File: src/design/kmp_pattern_matcher_top_defines.svh
// Assertion macros used by the matcher control RTL (kmp_ctrl).
`ifndef KMP_PATTERN_MATCHER_TOP_DEFINES_SVH
`define KMP_PATTERN_MATCHER_TOP_DEFINES_SVH

`ifndef SYNTHESIS

`define KMP_ASSERT(lbl, clk, rstn, prop) \
    lbl: assert property (@(posedge clk) disable iff (!rstn) prop) \
        else $error("kmp assertion failed");

`define KMP_ASSERT_NEXT(lbl, clk, rstn, ante, cons) \
    lbl: assert property (@(posedge clk) disable iff (!rstn) (ante) |=> (cons)) \
        else $error("kmp assertion failed");

`else

`define KMP_ASSERT(lbl, clk, rstn, prop)

`define KMP_ASSERT_NEXT(lbl, clk, rstn, ante, cons)

`endif

`endif

File: src/design/kmp_pkg.sv
package kmp_pkg;

    localparam int MAX_PATTERN_DEF   = 32;
    localparam int POSITION_BITS_DEF = 16;

    localparam logic CMD_PATTERN = 1'b0;
    localparam logic CMD_TEXT    = 1'b1;

    typedef enum logic [1:0] {
        ST_IDLE,
        ST_CMP,
        ST_WALK,
        ST_MFAIL
    } kmp_state_t;

endpackage

File: src/design/kmp_ram.sv
module kmp_ram #(
    parameter int WIDTH = 8,
    parameter int DEPTH = 32
) (
    input  logic                     aclk,
    input  logic                     wr_en,
    input  logic [$clog2(DEPTH)-1:0] wr_addr,
    input  logic [WIDTH-1:0]         wr_data,
    input  logic                     rd_en,
    input  logic [$clog2(DEPTH)-1:0] rd_addr,
    output logic [WIDTH-1:0]         rd_data
);

    logic [WIDTH-1:0] mem [DEPTH];
    logic [WIDTH-1:0] rd_data_reg;

    always_ff @(posedge aclk) begin
        if (wr_en) begin
            mem[wr_addr] <= wr_data;
        end
        if (rd_en) begin
            rd_data_reg <= mem[rd_addr];
        end
    end

    assign rd_data = rd_data_reg;

endmodule

File: src/design/kmp_ctrl.sv
`include "kmp_pattern_matcher_top_defines.svh"

module kmp_ctrl #(
    parameter int MAX_PATTERN   = kmp_pkg::MAX_PATTERN_DEF,
    parameter int POSITION_BITS = kmp_pkg::POSITION_BITS_DEF
) (
    input  logic                           aclk,
    input  logic                           aresetn,
    input  logic                           in_valid,
    output logic                           in_ready,
    input  logic                           in_cmd,
    input  logic [7:0]                     in_byte,
    input  logic                           in_restart,
    output logic                           wr_en,
    output logic [$clog2(MAX_PATTERN)-1:0] wr_addr,
    output logic [7:0]                     pat_wr_data,
    output logic [$clog2(MAX_PATTERN)-1:0] fail_wr_data,
    output logic                           pat_rd_en,
    output logic [$clog2(MAX_PATTERN)-1:0] pat_rd_addr,
    input  logic [7:0]                     pat_rd_data,
    output logic                           fail_rd_en,
    output logic [$clog2(MAX_PATTERN)-1:0] fail_rd_addr,
    input  logic [$clog2(MAX_PATTERN)-1:0] fail_rd_data,
    input  logic                           out_free,
    output logic                           emit_valid,
    output logic [POSITION_BITS-1:0]       emit_pos
);

    import kmp_pkg::*;

    localparam int IW = $clog2(MAX_PATTERN);
    localparam int LW = $clog2(MAX_PATTERN + 1);
    localparam int PW = POSITION_BITS;
    localparam int CW = (PW > LW) ? PW : LW;
    localparam logic [PW-1:0] POS_MAX = {PW{1'b1}};

    kmp_state_t state_reg, state_next;

    logic          cmd_reg, cmd_next;
    logic [7:0]    byte_reg, byte_next;
    logic [LW-1:0] len_reg, len_next;
    logic [IW-1:0] bpl_reg, bpl_next;
    logic [IW-1:0] k_reg, k_next;
    logic [IW-1:0] match_reg, match_next;
    logic [PW-1:0] tp_reg, tp_next;
    logic [PW-1:0] here_reg, here_next;

    logic [LW-1:0] eff_len;
    logic [IW-1:0] eff_match;
    logic [PW-1:0] eff_tp;
    logic [LW-1:0] k_inc;
    logic [CW-1:0] here_w;
    logic [CW-1:0] back_w;

    assign eff_len   = (in_restart && in_cmd == CMD_PATTERN) ? '0 : len_reg;
    assign eff_match = in_restart ? '0 : match_reg;
    assign eff_tp    = in_restart ? '0 : tp_reg;
    assign k_inc     = LW'(k_reg) + LW'(1);

    assign here_w   = CW'(here_reg);
    assign back_w   = CW'(len_reg) - CW'(1);
    assign emit_pos = (here_w >= back_w) ? PW'(here_w - back_w) : '0;

    always_ff @(posedge aclk) begin
        if (!aresetn) begin
            state_reg <= ST_IDLE;
        end else begin
            state_reg <= state_next;
        end
    end

    always_ff @(posedge aclk) begin
        if (!aresetn) begin
            len_reg   <= '0;
            bpl_reg   <= '0;
            match_reg <= '0;
            tp_reg    <= '0;
        end else begin
            len_reg   <= len_next;
            bpl_reg   <= bpl_next;
            match_reg <= match_next;
            tp_reg    <= tp_next;
        end
    end

    always_ff @(posedge aclk) begin
        cmd_reg  <= cmd_next;
        byte_reg <= byte_next;
        k_reg    <= k_next;
        here_reg <= here_next;
    end

    always_comb begin
        state_next   = state_reg;
        cmd_next     = cmd_reg;
        byte_next    = byte_reg;
        len_next     = len_reg;
        bpl_next     = bpl_reg;
        k_next       = k_reg;
        match_next   = match_reg;
        tp_next      = tp_reg;
        here_next    = here_reg;
        in_ready     = 1'b0;
        wr_en        = 1'b0;
        wr_addr      = len_reg[IW-1:0];
        pat_wr_data  = byte_reg;
        fail_wr_data = '0;
        pat_rd_en    = 1'b0;
        pat_rd_addr  = k_reg;
        fail_rd_en   = 1'b0;
        fail_rd_addr = '0;
        emit_valid   = 1'b0;

        unique case (state_reg)
            ST_IDLE: begin
                in_ready = 1'b1;
                if (in_valid) begin
                    cmd_next   = in_cmd;
                    byte_next  = in_byte;
                    match_next = eff_match;
                    if (in_cmd == CMD_PATTERN) begin
                        tp_next  = eff_tp;
                        len_next = eff_len;
                        if (in_restart) begin
                            bpl_next = '0;
                        end
                        if (eff_len == '0) begin
                            wr_en        = 1'b1;
                            wr_addr      = '0;
                            pat_wr_data  = in_byte;
                            fail_wr_data = '0;
                            len_next     = LW'(1);
                            bpl_next     = '0;
                        end else if (eff_len != LW'(MAX_PATTERN)) begin
                            k_next      = bpl_reg;
                            pat_rd_en   = 1'b1;
                            pat_rd_addr = bpl_reg;
                            state_next  = ST_CMP;
                        end
                    end else begin
                        here_next = eff_tp;
                        tp_next   = (eff_tp == POS_MAX) ? eff_tp : eff_tp + PW'(1);
                        if (len_reg == '0) begin
                            match_next = '0;
                        end else begin
                            k_next      = (LW'(eff_match) >= len_reg) ? '0 : eff_match;
                            pat_rd_en   = 1'b1;
                            pat_rd_addr = (LW'(eff_match) >= len_reg) ? '0 : eff_match;
                            state_next  = ST_CMP;
                        end
                    end
                end
            end
            ST_CMP: begin
                if (pat_rd_data == byte_reg) begin
                    if (cmd_reg == CMD_PATTERN) begin
                        wr_en        = 1'b1;
                        fail_wr_data = k_inc[IW-1:0];
                        bpl_next     = k_inc[IW-1:0];
                        len_next     = len_reg + LW'(1);
                        state_next   = ST_IDLE;
                    end else if (k_inc == len_reg) begin
                        fail_rd_en   = 1'b1;
                        fail_rd_addr = IW'(len_reg - LW'(1));
                        state_next   = ST_MFAIL;
                    end else begin
                        match_next = k_inc[IW-1:0];
                        state_next = ST_IDLE;
                    end
                end else if (k_reg != '0) begin
                    fail_rd_en   = 1'b1;
                    fail_rd_addr = k_reg - IW'(1);
                    state_next   = ST_WALK;
                end else if (cmd_reg == CMD_PATTERN) begin
                    wr_en        = 1'b1;
                    fail_wr_data = '0;
                    bpl_next     = '0;
                    len_next     = len_reg + LW'(1);
                    state_next   = ST_IDLE;
                end else begin
                    match_next = '0;
                    state_next = ST_IDLE;
                end
            end
            ST_WALK: begin
                k_next      = fail_rd_data;
                pat_rd_en   = 1'b1;
                pat_rd_addr = fail_rd_data;
                state_next  = ST_CMP;
            end
            ST_MFAIL: begin
                if (out_free) begin
                    emit_valid = 1'b1;
                    match_next = fail_rd_data;
                    state_next = ST_IDLE;
                end
            end
            default: begin
                state_next = ST_IDLE;
            end
        endcase
    end

    `KMP_ASSERT(a_len_bound, aclk, aresetn, len_reg <= LW'(MAX_PATTERN))
    `KMP_ASSERT(a_prefix_bound, aclk, aresetn, (len_reg == '0) || (LW'(bpl_reg) < len_reg))
    `KMP_ASSERT(a_match_bound, aclk, aresetn, (match_reg == '0) || (LW'(match_reg) < len_reg))
    `KMP_ASSERT_NEXT(a_emit_done, aclk, aresetn, emit_valid, state_reg == ST_IDLE)
    `KMP_ASSERT_NEXT(a_pos_hold, aclk, aresetn, !(in_valid && in_ready), $stable(tp_reg))

endmodule

File: src/design/kmp_pattern_matcher_top.sv
// A pattern byte is written directly when it is the first and dropped past capacity; others compare and follow links.
// Text bytes are handled in idle on an empty pattern, else they compare and follow each failure link in turn.
// A completed match adds a state that stalls while the previous position still waits on m_ready.
// Each step waits on a registered read of the pattern and failure memories.
// A match position is presented on the cycle after its text byte finishes.
// Synchronous active-low reset empties the pattern and clears the matcher; no memory clearing.
module kmp_pattern_matcher_top #(
    parameter int MAX_PATTERN   = kmp_pkg::MAX_PATTERN_DEF,
    parameter int POSITION_BITS = kmp_pkg::POSITION_BITS_DEF
) (
    input  logic                     aclk,
    input  logic                     aresetn,
    input  logic                     s_valid,
    output logic                     s_ready,
    input  logic                     s_cmd,
    input  logic [7:0]               s_data_byte,
    input  logic                     s_restart,
    output logic                     m_valid,
    input  logic                     m_ready,
    output logic [POSITION_BITS-1:0] m_match_position
);

    import kmp_pkg::*;

    localparam int IW = $clog2(MAX_PATTERN);

    logic                     wr_en;
    logic [IW-1:0]            wr_addr;
    logic [7:0]               pat_wr_data;
    logic [IW-1:0]            fail_wr_data;
    logic                     pat_rd_en;
    logic [IW-1:0]            pat_rd_addr;
    logic [7:0]               pat_rd_data;
    logic                     fail_rd_en;
    logic [IW-1:0]            fail_rd_addr;
    logic [IW-1:0]            fail_rd_data;
    logic                     out_free;
    logic                     emit_valid;
    logic [POSITION_BITS-1:0] emit_pos;

    logic                     m_valid_reg, m_valid_next;
    logic [POSITION_BITS-1:0] m_pos_reg, m_pos_next;

    kmp_ram #(
        .WIDTH (8),
        .DEPTH (MAX_PATTERN)
    ) u_pat_ram (
        .aclk    (aclk),
        .wr_en   (wr_en),
        .wr_addr (wr_addr),
        .wr_data (pat_wr_data),
        .rd_en   (pat_rd_en),
        .rd_addr (pat_rd_addr),
        .rd_data (pat_rd_data)
    );

    kmp_ram #(
        .WIDTH (IW),
        .DEPTH (MAX_PATTERN)
    ) u_fail_ram (
        .aclk    (aclk),
        .wr_en   (wr_en),
        .wr_addr (wr_addr),
        .wr_data (fail_wr_data),
        .rd_en   (fail_rd_en),
        .rd_addr (fail_rd_addr),
        .rd_data (fail_rd_data)
    );

    kmp_ctrl #(
        .MAX_PATTERN   (MAX_PATTERN),
        .POSITION_BITS (POSITION_BITS)
    ) u_ctrl (
        .aclk         (aclk),
        .aresetn      (aresetn),
        .in_valid     (s_valid),
        .in_ready     (s_ready),
        .in_cmd       (s_cmd),
        .in_byte      (s_data_byte),
        .in_restart   (s_restart),
        .wr_en        (wr_en),
        .wr_addr      (wr_addr),
        .pat_wr_data  (pat_wr_data),
        .fail_wr_data (fail_wr_data),
        .pat_rd_en    (pat_rd_en),
        .pat_rd_addr  (pat_rd_addr),
        .pat_rd_data  (pat_rd_data),
        .fail_rd_en   (fail_rd_en),
        .fail_rd_addr (fail_rd_addr),
        .fail_rd_data (fail_rd_data),
        .out_free     (out_free),
        .emit_valid   (emit_valid),
        .emit_pos     (emit_pos)
    );

    assign out_free = !m_valid_reg || m_ready;

    always_comb begin
        m_valid_next = m_valid_reg;
        m_pos_next   = m_pos_reg;
        if (emit_valid) begin
            m_valid_next = 1'b1;
            m_pos_next   = emit_pos;
        end else if (m_ready) begin
            m_valid_next = 1'b0;
        end
    end

    always_ff @(posedge aclk) begin
        if (!aresetn) begin
            m_valid_reg <= 1'b0;
        end else begin
            m_valid_reg <= m_valid_next;
        end
    end

    always_ff @(posedge aclk) begin
        m_pos_reg <= m_pos_next;
    end

    assign m_valid          = m_valid_reg;
    assign m_match_position = m_pos_reg;

endmodule

File: config.mk
export PLATFORM = sky130hd
export DESIGN_NAME = kmp_pattern_matcher_top
export DESIGN_NICKNAME = d
export VERILOG_FILES = /design/src/design/kmp_pkg.sv /design/src/design/kmp_ram.sv /design/src/design/kmp_ctrl.sv /design/src/design/kmp_pattern_matcher_top.sv
export VERILOG_INCLUDE_DIRS = /design/src /design/src/design
export SDC_FILE = /design/constraint.sdc
export NUM_CORES = 1
export LEC_CHECK = 0
export BUFFER_PORTS_ARGS = -buffer_cell sky130_fd_sc_hd__buf_4
export CAP_MARGIN = 20
export CORE_MARGIN = 3
export CORE_UTILIZATION = 45
export CTS_CLUSTER_DIAMETER = 40
export DETAILED_ROUTE_END_ITERATION = 12
export SLEW_MARGIN = 0
export SYNTH_ARGS = -nofsm -noshare
export SYNTH_HDL_FRONTEND = slang
export SYNTH_SLANG_ARGS = --single-unit
File: constraint.sdc
create_clock -name aclk -period 4.89 [get_ports aclk]
set_input_delay 0.978 -clock aclk [delete_from_list [all_inputs] [get_ports aclk]]
set_output_delay 0.978 -clock aclk [all_outputs]
set_load 0.02 [all_outputs]
==> flow_metrics.tcl <==
set metrics [dict create \
    status "finished, final reports clean" \
    hpwl_um 37100 \
    p_int_mw 8.52 \
    fin_cells 2454 \
    max_stage_delay_ns 0.60 \
    antenna_found_initial 0 \
    ant_nets 0 \
    syn_inst 1665 \
    r2r_setup_slack_ns 0.63 \
    p_sw_mw 2.84 \
    netlist.area_leader.share_pct 64.0 \
    clock_latency_ns 0.60 \
    routabilityCongestion 0.922 \
    final.setup.tns_ns 0 \
    required_ns 5.36 \
    pre_cts_ws_ns 0.164 \
    final_max_slew_viol_count 0 \
    timing.final.crit_share_pct 87.1 \
    hold_depth 2 \
    numCtsBuffers 67 \
    root_buffer "clkbuf_16" \
    worstSetupEndpointType "flop" \
    r2r_end "u_pat_ram.rd_data[2]$_DFFE_PP_" \
    fin_area_um2 25900 \
    yosysTopAreaCell "edfxtp_1" \
    cp_common_cell "a21oi_1" \
    cts_sinks 510 \
    cpLargestDelayFamily "compound AO/OA/AOI/OAI gates" \
    die_y_um 227 \
    diodes 0 \
    p_leak_nw 9.28 \
    maxCapViolations 0 \
    coreArea_um2 48000 \
    synth_edf_count 470 \
    fin_nets 1824 \
    crit_cells 12 \
    fin_skew_ns 0.0232 \
    synthDistinctLibCells 81 \
    swShare_pct 25.0 \
    clk_pin_slew_ns 0.06 \
    hold_buffers 0 \
    slew_headroom_pct 27.4 \
    largest_reg_flops 256 \
    worstReg2RegStart "u_ctrl.len_reg[1]$_SDFFE_PN0P_" \
    num_vias 14200 \
    tritoncts "yes" \
    placed_area_um2 23500 \
    syn-num-nets 1704 \
    std_cell_rows 80 \
    power.density_nw_per_um2 438 \
    viasPerCell 5.79 \
    post_cts_buffers 0 \
    top_register "u_pat_ram.mem" \
    finalSetupViolations 0 \
    fmax_mhz 235 \
    dp_cells 2328 \
    r2r_cells 12 \
    pwr-share-seq_pct 43.2 \
    hold_path.class "flop to flop" \
    crit_end "u_pat_ram.rd_data[2]$_DFFE_PP_" \
    worstSetupPathType "flop to flop" \
    crit_arrival_ns 4.73 \
    num-fill-cells 3967 \
    cts-htree-levels 3 \
    chipWidth_um 227 \
    finalWorstSetupSlack_ns 0.628 \
    area_delta_synth_final_pct 17.7 \
    drt_iter0_drc 1355 \
    syn_area_per_cell_um2 13.2 \
    layout_commonest_cell "edfxtp_1" \
    reg.largest.list "u_pat_ram.mem: 256 flops, u_fail_ram.mem: 160 flops" \
    grt_pass1_vias 13800 \
    syn_area_um2 22000 \
    cp_max_fo 43 \
    ctsResizeCount 0 \
    drc 0 \
    layout-drive-gt1-share_pct 16.4 \
    grt_max_degree 81 \
    synth_ff_type "edfxtp_1" \
    portBuffers 31 \
    worstMarginPinSlew_ns 1.09 \
    path_buf_inv 3 \
    ys.warnings.count 0 \
    p_comb_share_pct 12.7 \
    design.die.area_um2 51700 \
    yosys_register_bits 510 \
    hold_viol 0 \
    start_util_pct 45.9 \
    ys_seq_area_share_pct 67.7 \
    crit_start "u_ctrl.len_reg[1]$_SDFFE_PN0P_" \
    drt_wl_total_um 56200 \
    fin_crit_ns 4.26 \
    rsz0062_at_grt "no" \
    boundaryPins 32 \
    grt_util_all_layers_pct 22.0 \
    peakVddDrop_uv 219 \
    async_flop_share_pct 0 \
    grt_overflow 0 \
    ctsLongestPathBuffers 3 \
    firstDrtPassIters 5 \
    cp_cell_sequence "inv_1 > ha_1 > and3_1 > or3_1 > a21oi_1 > o21ai_4 > buf_12 > inv_2 > a211oi_1 > a311o_1 > a21oi_1 > a2111o_1" \
    clkPwrFrac_pct 44.1 \
    synth_area_leaders "edfxtp_1, nand2_1, dfxtp_1, mux4_2, mux2i_1" \
    routedWlPerCell_um 22.9 \
    critPathLaunchType "flop" \
    grt_pass1_wl_um 85000 \
    final_cell_mix "edfxtp_1, nand2_1, buf_4, nor2_1, clkbuf_16" \
    slowest_stage "dfxtp_1" \
]
[how the worst min path moves through the flow]
stage / startpoint / endpoint / slack, ns
floorplan: u_ctrl.tp_reg[12]$_SDFFE_PN0P_ / u_ctrl.tp_reg[12]$_SDFFE_PN0P_ / 0.43
global placement: u_ctrl.tp_reg[12]$_SDFFE_PN0P_ / u_ctrl.tp_reg[12]$_SDFFE_PN0P_ / 0.44
detailed placement: u_ctrl.tp_reg[12]$_SDFFE_PN0P_ / u_ctrl.tp_reg[12]$_SDFFE_PN0P_ / 0.45
CTS: u_ctrl.tp_reg[12]$_SDFFE_PN0P_ / u_ctrl.tp_reg[12]$_SDFFE_PN0P_ / 0.45
global route: u_ctrl.tp_reg[12]$_SDFFE_PN0P_ / u_ctrl.tp_reg[12]$_SDFFE_PN0P_ / 0.50
finish: u_ctrl.tp_reg[12]$_SDFFE_PN0P_ / u_ctrl.tp_reg[12]$_SDFFE_PN0P_ / 0.45
[logic make-up after synthesis]
group / Yosys count / synth area share, %
adder cells (fa/ha/maj): 25 / 1.45
AND/OR/NAND/NOR: 611 / 12.8
multiplexers: 76 / 4.82
AO/OA/AOI/OAI: 274 / 8.72
XOR/XNOR: 48 / 1.97
flip-flops: 510 / 67.7
buffers and inverters: 121 / 2.59
[synth_stat cells (14+ instances only)]
cell,instances
a211oi_1,18
a21oi_1,62
a221o_1,16
a22oi_1,15
a31oi_1,38
and2_1,21
and3_1,37
buf_2,35
clkbuf_1,41
dfxtp_1,40
edfxtp_1,470
ha_1,24
inv_1,28
mux2i_1,51
mux4_2,24
nand2_1,305
nand3_1,44
nor2_1,91
nor2b_1,31
nor3_1,18
o21ai_0,18
o22ai_1,21
xnor2_1,33
xor2_1,14
[area by class of cell]
type | count | area, um^2 | area share [%]
clock buffer | 76 | 1710 | 6.59
tap | 615 | 769 | 2.97
timing repair buffer | 142 | 1210 | 4.68
multi-input combinational | 1034 | 6620 | 25.5
clock inverter | 47 | 607 | 2.34
sequential | 510 | 14900 | 57.5
inverter | 30 | 113 | 0.434
[power by group through the flow]
| stage | logic [mW] | registers, mW | clock network (mW) |
|---|---|---|---|
| final | 1.44 | 4.91 | 5.00 |
| after global routing | 1.56 | 4.91 | 5.29 |
| after CTS | 1.42 | 4.91 | 5.10 |
| after detailed placement | 1.41 | 5.00 | 0 |
| after global placement | 1.40 | 5.00 | 0 |
| after floorplan | 0.979 | 4.95 | 0 |
[worst register-to-register path, delay by kind of cell (launching register included)]
family	cells	cell delay, ns
buf+inv	3	1.10
flops	1	0.60
compound gates	6	1.45
fa+ha+maj	1	0.29
simple gates	2	0.71
[per-stage QoR]
step	hold slack [ns]	power, mW	util (%)
floorplan	0.427	5.93	-
global placement	0.435	6.39	49.0
detailed placement	0.447	6.41	49.0
CTS	0.454	11.4	53.8
global route	0.504	11.8	54.0
finish	0.450	11.4	54.0
[per-layer routing]
| layer | global-route usage (%) | wire (um) |
|---|---|---|
| met1 | 31.8 | 25300 |
| met2 | 34.7 | 26100 |
| met3 | 3.70 | 3720 |
| met4 | 6.50 | 1100 |
| met5 | 0 | 0 |
Note: power is estimated with default switching activity, not from simulation.
